File: src/hdl/esq_pkg.sv
// Shared constants and state types for the euclidean rhythm sequencer.
package esq_pkg;

  localparam int MAX_LENGTH_DEF = 256;
  localparam int CFG_W          = 9;
  localparam int IDX_W          = 8;
  localparam int TDATA_W        = 8;

  localparam logic [IDX_W-1:0] REG_PATTERN_LENGTH = 8'd0;
  localparam logic [IDX_W-1:0] REG_PULSE_COUNT    = 8'd1;

  localparam logic [CFG_W-1:0] PATTERN_LENGTH_RST = 9'd8;
  localparam logic [CFG_W-1:0] PULSE_COUNT_RST    = 9'd0;

  typedef enum logic [3:0] {
    B_INIT,
    B_SEED,
    B_CHECK,
    B_CPA,
    B_CPB,
    B_FINP,
    B_FINQ,
    B_DRAIN,
    B_DONE
  } build_state_t;

  typedef enum logic [1:0] {
    P_IDLE,
    P_MOD,
    P_READ,
    P_CAPT
  } play_state_t;

endpackage

File: src/hdl/esq_build.sv
// Pattern builder: group strings kept in a slot memory, rewritten level by level.
module esq_build #(
  parameter int MaxLength = esq_pkg::MAX_LENGTH_DEF,
  localparam int LW = $clog2(MaxLength + 1),
  localparam int PW = $clog2(MaxLength)
) (
  input  logic          clk,
  input  logic          rst,
  input  logic          restart,
  input  logic [LW-1:0] len,
  input  logic [LW-1:0] pulses,
  output logic          busy,
  output logic          pat_we,
  output logic [PW-1:0] pat_waddr,
  output logic          pat_wdata
);

  // three slots used, addressed as {slot, offset}
  logic slot_mem [4 * (2 ** PW)];

  esq_pkg::build_state_t state, state_next;

  logic [LW-1:0] p, q, lp, lq, cnt, dpos, reps;
  logic [1:0]    sp, sq, sf;
  logic          wv, wpat;
  logic [1:0]    wslot;
  logic [PW-1:0] woff;
  logic          rdata;

  logic [1:0]    rd_slot;
  logic          copying, fin_phase, last_a, last_b;
  logic          seed_we, seed_data;
  logic [1:0]    seed_slot;
  logic          mem_we, mem_wdata;
  logic [1:0]    mem_wslot;
  logic [PW-1:0] mem_woff;

  assign last_a = (cnt == lp - LW'(1));
  assign last_b = (cnt == lq - LW'(1));

  always_comb begin
    state_next = state;
    unique case (state)
      esq_pkg::B_INIT:  state_next = esq_pkg::B_SEED;
      esq_pkg::B_SEED:  state_next = esq_pkg::B_CHECK;
      esq_pkg::B_CHECK: begin
        if (p == '0)
          state_next = esq_pkg::B_FINQ;
        else if (q < LW'(2))
          state_next = esq_pkg::B_FINP;
        else
          state_next = esq_pkg::B_CPA;
      end
      esq_pkg::B_CPA:   if (last_a) state_next = esq_pkg::B_CPB;
      esq_pkg::B_CPB:   if (last_b) state_next = esq_pkg::B_CHECK;
      esq_pkg::B_FINP: begin
        if (last_a && reps == LW'(1))
          state_next = (q == '0) ? esq_pkg::B_DRAIN : esq_pkg::B_FINQ;
      end
      esq_pkg::B_FINQ:  if (last_b && reps == LW'(1)) state_next = esq_pkg::B_DRAIN;
      esq_pkg::B_DRAIN: state_next = esq_pkg::B_DONE;
      esq_pkg::B_DONE:  state_next = esq_pkg::B_DONE;
      default:          state_next = esq_pkg::B_INIT;
    endcase
    if (restart)
      state_next = esq_pkg::B_INIT;
  end

  always_comb begin
    rd_slot   = sp;
    copying   = 1'b0;
    fin_phase = 1'b0;
    seed_we   = 1'b0;
    seed_slot = 2'd0;
    seed_data = 1'b1;
    busy      = 1'b1;
    unique case (state)
      esq_pkg::B_INIT: begin
        seed_we = 1'b1;
      end
      esq_pkg::B_SEED: begin
        seed_we   = 1'b1;
        seed_slot = 2'd1;
        seed_data = 1'b0;
      end
      esq_pkg::B_CPA:  copying = 1'b1;
      esq_pkg::B_CPB: begin
        copying = 1'b1;
        rd_slot = sq;
      end
      esq_pkg::B_FINP: begin
        copying   = 1'b1;
        fin_phase = 1'b1;
      end
      esq_pkg::B_FINQ: begin
        copying   = 1'b1;
        fin_phase = 1'b1;
        rd_slot   = sq;
      end
      esq_pkg::B_DONE: busy = 1'b0;
      default: ;
    endcase
  end

  assign sf = 2'd3 - sp - sq;

  // slot memory: one write port, one registered read port
  assign mem_we    = seed_we | (wv & ~wpat);
  assign mem_wslot = seed_we ? seed_slot : wslot;
  assign mem_woff  = seed_we ? '0 : woff;
  assign mem_wdata = seed_we ? seed_data : rdata;

  always_ff @(posedge clk) begin
    if (mem_we)
      slot_mem[{mem_wslot, mem_woff}] <= mem_wdata;
    rdata <= slot_mem[{rd_slot, cnt[PW-1:0]}];
  end

  assign pat_we    = wv & wpat;
  assign pat_waddr = woff;
  assign pat_wdata = rdata;

  always_ff @(posedge clk) begin
    if (rst) begin
      state <= esq_pkg::B_INIT;
      wv    <= 1'b0;
    end else begin
      state <= state_next;
      wv    <= copying & ~restart;
    end
  end

  always_ff @(posedge clk) begin
    wpat  <= fin_phase;
    wslot <= sf;
    woff  <= dpos[PW-1:0];
    unique case (state)
      esq_pkg::B_INIT: begin
        p  <= pulses;
        q  <= len - pulses;
        lp <= LW'(1);
        lq <= LW'(1);
        sp <= 2'd0;
        sq <= 2'd1;
      end
      esq_pkg::B_CHECK: begin
        cnt  <= '0;
        dpos <= '0;
        reps <= (p == '0) ? q : p;
      end
      esq_pkg::B_CPA: begin
        dpos <= dpos + LW'(1);
        cnt  <= last_a ? '0 : cnt + LW'(1);
      end
      esq_pkg::B_CPB: begin
        dpos <= dpos + LW'(1);
        cnt  <= cnt + LW'(1);
        if (last_b) begin
          // pair the groups: new first group is P followed by Q
          sp <= sf;
          lp <= lp + lq;
          if (p > q) begin
            sq <= sp;
            lq <= lp;
            p  <= q;
            q  <= p - q;
          end else begin
            q  <= q - p;
          end
        end
      end
      esq_pkg::B_FINP: begin
        dpos <= dpos + LW'(1);
        cnt  <= last_a ? '0 : cnt + LW'(1);
        if (last_a)
          reps <= (reps == LW'(1)) ? q : reps - LW'(1);
      end
      esq_pkg::B_FINQ: begin
        dpos <= dpos + LW'(1);
        cnt  <= last_b ? '0 : cnt + LW'(1);
        if (last_b)
          reps <= reps - LW'(1);
      end
      default: ;
    endcase
  end

endmodule

File: src/hdl/esq_player.sv
// Step player: pattern memory, step position, wrap unit and result register.
module esq_player #(
  parameter int MaxLength = esq_pkg::MAX_LENGTH_DEF,
  localparam int LW = $clog2(MaxLength + 1),
  localparam int PW = $clog2(MaxLength),
  localparam int CW = $clog2(LW)
) (
  input  logic          clk,
  input  logic          rst,
  input  logic [LW-1:0] len,
  input  logic          built,
  input  logic          pat_we,
  input  logic [PW-1:0] pat_waddr,
  input  logic          pat_wdata,
  input  logic          in_valid,
  output logic          in_ready,
  input  logic          trigger,
  output logic          out_valid,
  input  logic          out_ready,
  output logic          gate
);

  logic pat_mem [2 ** PW];

  esq_pkg::play_state_t state, state_next;

  logic [PW-1:0] pos;
  logic          started;
  logic [LW-1:0] num, rem;
  logic [CW-1:0] bitcnt;
  logic          rdata;

  logic          accept, out_free, take_trig, wraps;
  logic [LW-1:0] pos_inc;
  logic [LW:0]   rem_shift, rem_sub;
  logic          rem_ge;

  assign out_free  = ~out_valid | out_ready;
  assign accept    = in_valid & in_ready;
  assign take_trig = accept & trigger;
  assign pos_inc   = LW'(pos) + LW'(1);
  assign wraps     = started & (pos_inc >= len);

  // restoring remainder, one dividend bit a cycle
  assign rem_shift = {rem, num[LW-1]};
  assign rem_ge    = (rem_shift >= {1'b0, len});
  assign rem_sub   = rem_shift - {1'b0, len};

  always_comb begin
    state_next = state;
    unique case (state)
      esq_pkg::P_IDLE: if (take_trig) state_next = wraps ? esq_pkg::P_MOD : esq_pkg::P_READ;
      esq_pkg::P_MOD:  if (bitcnt == '0) state_next = esq_pkg::P_READ;
      esq_pkg::P_READ: state_next = esq_pkg::P_CAPT;
      esq_pkg::P_CAPT: state_next = esq_pkg::P_IDLE;
      default:         state_next = esq_pkg::P_IDLE;
    endcase
  end

  always_comb begin
    in_ready = 1'b0;
    unique case (state)
      esq_pkg::P_IDLE: in_ready = built & out_free;
      default:         in_ready = 1'b0;
    endcase
  end

  always_ff @(posedge clk) begin
    if (pat_we)
      pat_mem[pat_waddr] <= pat_wdata;
    rdata <= pat_mem[pos];
  end

  always_ff @(posedge clk) begin
    if (rst) begin
      state     <= esq_pkg::P_IDLE;
      started   <= 1'b0;
      pos       <= '0;
      out_valid <= 1'b0;
    end else begin
      state <= state_next;
      if (take_trig) begin
        started <= 1'b1;
        if (!started)
          pos <= '0;
        else if (!wraps)
          pos <= pos_inc[PW-1:0];
      end
      if (state == esq_pkg::P_MOD && bitcnt == '0)
        pos <= rem_ge ? rem_sub[PW-1:0] : rem_shift[PW-1:0];
      if ((accept && !trigger) || state == esq_pkg::P_CAPT)
        out_valid <= 1'b1;
      else if (out_ready)
        out_valid <= 1'b0;
    end
  end

  always_ff @(posedge clk) begin
    if (accept && !trigger)
      gate <= 1'b0;
    else if (state == esq_pkg::P_CAPT)
      gate <= rdata;
    if (take_trig) begin
      num    <= pos_inc;
      rem    <= '0;
      bitcnt <= CW'(LW - 1);
    end else if (state == esq_pkg::P_MOD) begin
      num    <= num << 1;
      rem    <= rem_ge ? rem_sub[LW-1:0] : rem_shift[LW-1:0];
      bitcnt <= bitcnt - CW'(1);
    end
  end

endmodule

File: src/hdl/euclidean_rhythm_sequencer_core.sv
// Top level of the euclidean rhythm sequencer: config registers, builder, player.
//
// Use:
//   cfg channel (cfg_valid/cfg_ready/cfg_index/cfg_data) writes pattern_length
//   (index 0) and pulse_count (index 1); cfg_ready is always high. A write to
//   a known register restarts the pattern build; unknown indexes are ignored.
//   s_axis carries one tick per transfer (tdata bit 0 = trigger). m_axis
//   returns one gate bit per tick (tdata bit 0 = gate), in order.
// Build: after reset or a config write the builder rewrites group strings in
//   its slot memory, one bit per cycle, then copies the final pattern into
//   the pattern memory; s_tready stays low until it finishes. Step position
//   is kept.
// Ticks: an untriggered tick has its result in the cycle after the
//   transfer. A tick with trigger steps through position update, pattern
//   memory read and result load; no new tick is taken until it is done.
//   When the step wraps (next position reaches the length, or has
//   run past a shortened length), a bit-serial remainder runs first.
// Reset: length 8, no pulses, position before first step; a build starts.
// Stall: the result sits in an output register; s_tready drops until the
//   receiver takes it.
module euclidean_rhythm_sequencer_core #(
  parameter int MaxLength = esq_pkg::MAX_LENGTH_DEF,
  localparam int LW = $clog2(MaxLength + 1),
  localparam int PW = $clog2(MaxLength),
  localparam int EW = (LW > esq_pkg::CFG_W) ? LW : esq_pkg::CFG_W
) (
  input  logic                        clk,
  input  logic                        rst,
  // config write channel
  input  logic                        cfg_valid,
  output logic                        cfg_ready,
  input  logic [esq_pkg::IDX_W-1:0]   cfg_index,
  input  logic [esq_pkg::CFG_W-1:0]   cfg_data,
  // tick input
  input  logic                        s_tvalid,
  output logic                        s_tready,
  input  logic [esq_pkg::TDATA_W-1:0] s_tdata,   // [0] trigger, [7:1] zero
  // gate output
  output logic                        m_tvalid,
  input  logic                        m_tready,
  output logic [esq_pkg::TDATA_W-1:0] m_tdata    // [0] gate, [7:1] zero
);

  logic [esq_pkg::CFG_W-1:0] len_cfg, pulse_cfg;
  logic                      cfg_xfer, restart;
  logic [EW-1:0]             len_ext, pulse_ext;
  logic [LW-1:0]             eff_len, eff_pulses;
  logic                      busy;
  logic                      pat_we, pat_wdata, gate;
  logic [PW-1:0]             pat_waddr;

  assign cfg_ready = 1'b1;
  assign cfg_xfer  = cfg_valid & cfg_ready;
  assign restart   = cfg_xfer & ((cfg_index == esq_pkg::REG_PATTERN_LENGTH) ||
                                 (cfg_index == esq_pkg::REG_PULSE_COUNT));

  always_ff @(posedge clk) begin
    if (rst) begin
      len_cfg   <= esq_pkg::PATTERN_LENGTH_RST;
      pulse_cfg <= esq_pkg::PULSE_COUNT_RST;
    end else if (cfg_xfer) begin
      if (cfg_index == esq_pkg::REG_PATTERN_LENGTH)
        len_cfg <= cfg_data;
      else if (cfg_index == esq_pkg::REG_PULSE_COUNT)
        pulse_cfg <= cfg_data;
    end
  end

  // length clamped to 1..MaxLength, pulses saturated at the length
  always_comb begin
    len_ext   = EW'(len_cfg);
    pulse_ext = EW'(pulse_cfg);
    if (len_ext == '0)
      eff_len = LW'(1);
    else if (len_ext > EW'(MaxLength))
      eff_len = LW'(MaxLength);
    else
      eff_len = len_ext[LW-1:0];
    if (pulse_ext > EW'(eff_len))
      eff_pulses = eff_len;
    else
      eff_pulses = pulse_ext[LW-1:0];
  end

  esq_build #(.MaxLength(MaxLength)) u_build (
    .clk       (clk),
    .rst       (rst),
    .restart   (restart),
    .len       (eff_len),
    .pulses    (eff_pulses),
    .busy      (busy),
    .pat_we    (pat_we),
    .pat_waddr (pat_waddr),
    .pat_wdata (pat_wdata)
  );

  esq_player #(.MaxLength(MaxLength)) u_player (
    .clk       (clk),
    .rst       (rst),
    .len       (eff_len),
    .built     (~busy),
    .pat_we    (pat_we),
    .pat_waddr (pat_waddr),
    .pat_wdata (pat_wdata),
    .in_valid  (s_tvalid),
    .in_ready  (s_tready),
    .trigger   (s_tdata[0]),
    .out_valid (m_tvalid),
    .out_ready (m_tready),
    .gate      (gate)
  );

  assign m_tdata = {{(esq_pkg::TDATA_W-1){1'b0}}, gate};

`ifndef ASSERT_OFF
  // no tick taken while the pattern is being rebuilt
  a_ready_built: assert property (@(posedge clk) disable iff (rst)
    s_tready |-> !busy)
    else $error("tick accepted during pattern build");

  // a tick is only taken when the result register can take its result
  a_out_room: assert property (@(posedge clk) disable iff (rst)
    (s_tvalid && s_tready) |-> (!m_tvalid || m_tready))
    else $error("tick accepted with result stalled");

  // the pattern memory is only written while building
  a_wr_busy: assert property (@(posedge clk) disable iff (rst)
    pat_we |-> busy)
    else $error("pattern write outside build");
`endif

endmodule
File: config.mk
export PLATFORM = sky130hd
export DESIGN_NAME = euclidean_rhythm_sequencer_core
export DESIGN_NICKNAME = d
export VERILOG_FILES = /design/src/hdl/esq_pkg.sv /design/src/hdl/esq_build.sv /design/src/hdl/esq_player.sv /design/src/hdl/euclidean_rhythm_sequencer_core.sv
export SDC_FILE = /design/constraint.sdc
export NUM_CORES = 2
export LEC_CHECK = 0
export BUFFER_PORTS_ARGS = -buffer_cell sky130_fd_sc_hd__buf_2
export CORE_MARGIN = 2
export CORE_UTILIZATION = 60
export CTS_CLUSTER_SIZE = 24
export DETAILED_ROUTE_END_ITERATION = 12
export GPL_ROUTABILITY_DRIVEN = 0
export HOLD_SLACK_MARGIN = 0.08
export PLACE_DENSITY = 0.76
export SLEW_MARGIN = 25
export SYNTH_ARGS = -nofsm -noshare
export SYNTH_HDL_FRONTEND = slang
export SYNTH_HIERARCHICAL = 1
export SYNTH_SLANG_ARGS = --single-unit
File: constraint.sdc
create_clock -name clk -period 69.6 [get_ports clk]
set_input_delay 3.48 -clock clk [delete_from_list [all_inputs] [get_ports clk]]
set_output_delay 3.48 -clock clk [all_outputs]
set_load 0.005 [all_outputs]
==> reports/metrics.csv <==
metric,value,unit
start_util,60.4,%
placedInstanceArea,0.0654,mm2
dp_hpwl,84.5,mm
syn_inst,4845,
syn_area_per_cell,13.3,um2
grt_pass1_vias,39800,
wl,158,mm
busiest_layer,met2,
core-area,0.107,mm2
grt_pass1_wl,237,mm
synth_area,0.0645,mm2
fin_nets,4795,
setup_tns,0,ps
fp.dieArea,0.110,mm2
area_growth,8.73,%
rows,120,
synth_top_flop_cell,edfxtp_1,
crit_path_end_kind,output pin,
fin_area,0.0702,mm2
cts.clk_slew.worst_paths,60,ps
cts_tree,yes,
overflow,0,
reg_top3,"u_build/slot_mem: 1024 flops, u_player/pat_mem: 256 flops",
top_register,u_build/slot_mem,
io_pins,41,
ys_ff_latch,1417,
rsz0062_at_grt,false,
diodes,0,
use_met3,5.86,%
synth_edf_count,1355,
period_minus_slack,7540,ps
cts_resized,0,
yosysWarningCount,6,
ir_worst_vdd,0.0406,mV
leakagePower,21.6,nW
viasPerCell,6.59,
max_slew_margin,18.8,%
met1_usage,38.3,%
fin_skew,33.6,ps
largest_reg_flops,1024,
cts_buffers,144,
first_pass_iters,6,
grtUsageMet2,46.2,%
clockRootBuffer,clkbuf_16,
routedWlPerCell,25.5,um
max_freq,0.133,GHz
start_kind,primary input,
max_cap_violations,0,
route.detailed.drc,0,
status,finished clean,
min_path_type,reg -> reg,
hold_viol_final,0,
setup_viol,0,
htreeDepth,4,
worstPathRequired,66120,ps
cts.sinks,1417,
report.final.slew_viol_count,0,
clock_path_buffers,3,
arrival,4060,ps
die_h,332,um
grt_usage,28.6,%
drive_gt1_share,14.9,%
tightest_slew,1210,ps
cp_max_fo,4,
drtIter0Drc,5365,
setup.worst_path.class,in -> out,
synthArstFlopShare,0,%
via_count,40800,
grt_max_degree,292,
antenna_found_initial,1,
period_share,10.8,%
io_buffers,25,
detail-route-antenna-nets,0,
power.density,40.3,mW/mm2
fp.dieW,332,um
ys_seq_area_share,65.0,%
clock_latency,760,ps
synth_cell_types,95,
post_cts.repair.setup_buffers,0,
holdBufCountCts,0,
==> per-layer routing <==
metal  part of all wire (%)  wire (um)  vias to the layer above
met1                     37      57900                    20500
li1                       -          -                    17500
met3                     11      17700                      404
met2                     48      76400                     2407
met5                      0          0                        -
met4                    3.9       6160                        0
==> synthesized netlist by cell type (all sizes together) (7+ instances only) <==
cell type / number / area (um2)
nor2: 1401 / 5270
edfxtp: 1355 / 40700
mux4: 276 / 6220
clkbuf: 257 / 973
nand2: 212 / 798
buf: 151 / 821
mux2i: 110 / 1100
inv: 85 / 319
ha: 75 / 938
o21ai: 71 / 367
dfxtp: 62 / 1240
nor3: 61 / 310
a21oi: 60 / 300
nand3: 60 / 305
a22oi: 59 / 443
xnor2: 45 / 402
a22o: 35 / 307
a221oi: 34 / 298
o22ai: 32 / 200
a211oi: 30 / 250
nor2b: 30 / 195
nand2b: 29 / 181
xor2: 27 / 236
mux2: 25 / 282
and3: 23 / 144
nand4: 23 / 150
o221ai: 22 / 193
a31oi: 18 / 128
nor4: 15 / 100
a2111oi: 10 / 100
or2: 10 / 62.6
a311oi: 9 / 85.1
o211ai: 9 / 67.6
a21o: 8 / 60.1
and2: 8 / 50.1
nor3b: 7 / 52.6
o2111ai: 7 / 61.3
or3: 7 / 43.8
==> critical path: stages <==
cell and delay (ps):
buf_2 90, nand2b_1 150, and3_1 220, buf_2 130
==> layout make-up <==
class	count	area (um2)
repair buffers	96	769
well taps	1403	1760
fillers	7433	36700
inverters	89	334
clock buffers	174	3790
flip-flops and latches	1417	41900
clock inverters	79	776
multi-input cells	2937	20800
==> path summary, 6_finish.rpt <==
path,start,endpoint,slack [ps],cells after the start
hold / removal,u_build/dpos[7],u_build/pat_waddr[7],410,0
setup / recovery,m_tready,s_tready,62060,4
setup reg to reg,u_build/cnt[0],u_build/pat_wdata,63720,13
hold reg to reg,u_build/dpos[7],u_build/pat_waddr[7],410,0
==> cells in the final DEF, fill, tap and decap left out, drive strengths merged, types with 8 or more instances in the layout <==
cell type / Yosys / final
nor2: 1401 / 1401
edfxtp: 1355 / 1355
mux4: 276 / 276
nand2: 212 / 212
clkbuf: 257 / 174
mux2i: 110 / 110
buf: 151 / 96
inv: 85 / 89
ha: 75 / 75
o21ai: 71 / 71
clkinv: 4 / 64
dfxtp: 62 / 62
nor3: 61 / 61
a21oi: 60 / 60
nand3: 60 / 60
a22oi: 59 / 59
xnor2: 45 / 45
a22o: 35 / 35
a221oi: 34 / 34
o22ai: 32 / 32
a211oi: 30 / 30
nor2b: 30 / 30
nand2b: 29 / 29
xor2: 27 / 27
mux2: 25 / 25
nand4: 23 / 23
and3: 23 / 23
o221ai: 22 / 22
a31oi: 18 / 18
nor4: 15 / 15
bufinv: 0 / 12
or2: 10 / 10
a2111oi: 10 / 10
o211ai: 9 / 9
a311oi: 9 / 9
conb: 2 / 8
a21o: 8 / 8
and2: 8 / 8
==> power breakdown <==
group / switching (mW) / internal (mW) / total (mW)
clock: 0.321 / 0.433 / 0.753
combinational: 0.576 / 0.274 / 0.850
sequential: 0.0511 / 1.17 / 1.22
total: 0.948 / 1.88 / 2.83
==> per-stage QoR <==
| step | setup WS [ps] | instances | power (mW) | utilization, % | hold WS [ps] |
|---|---|---|---|---|---|
| 2_1_floorplan | 21150 | 4851 | 2.32 | - | 368 |
| 3_3_place_gp | 62060 | 5937 | 2.04 | 61.1 | 377 |
| 3_5_place_dp | 62060 | 5937 | 2.06 | 61.2 | 395 |
| 4_1_cts | 62060 | 6190 | 2.81 | 65.4 | 407 |
| 5_1_grt | 62020 | 6195 | 2.93 | 65.6 | 426 |
| 6_report | 62060 | 6195 | 2.83 | 65.6 | 410 |
==> kinds of logic after synthesis <==
kind of cell,after synthesis,synth area share (%)
and+or+nand+nor,1912,12.2
muxes,411,11.8
buffers and inverters,497,3.30
adders and majority gates,80,1.61
xor gates and xnor gates,72,0.989
AOI/OAI and AO/OA,454,5.12
DFF,1417,65.0
other,2,0.0116
Note: power is estimated with default switching activity, not from simulation.
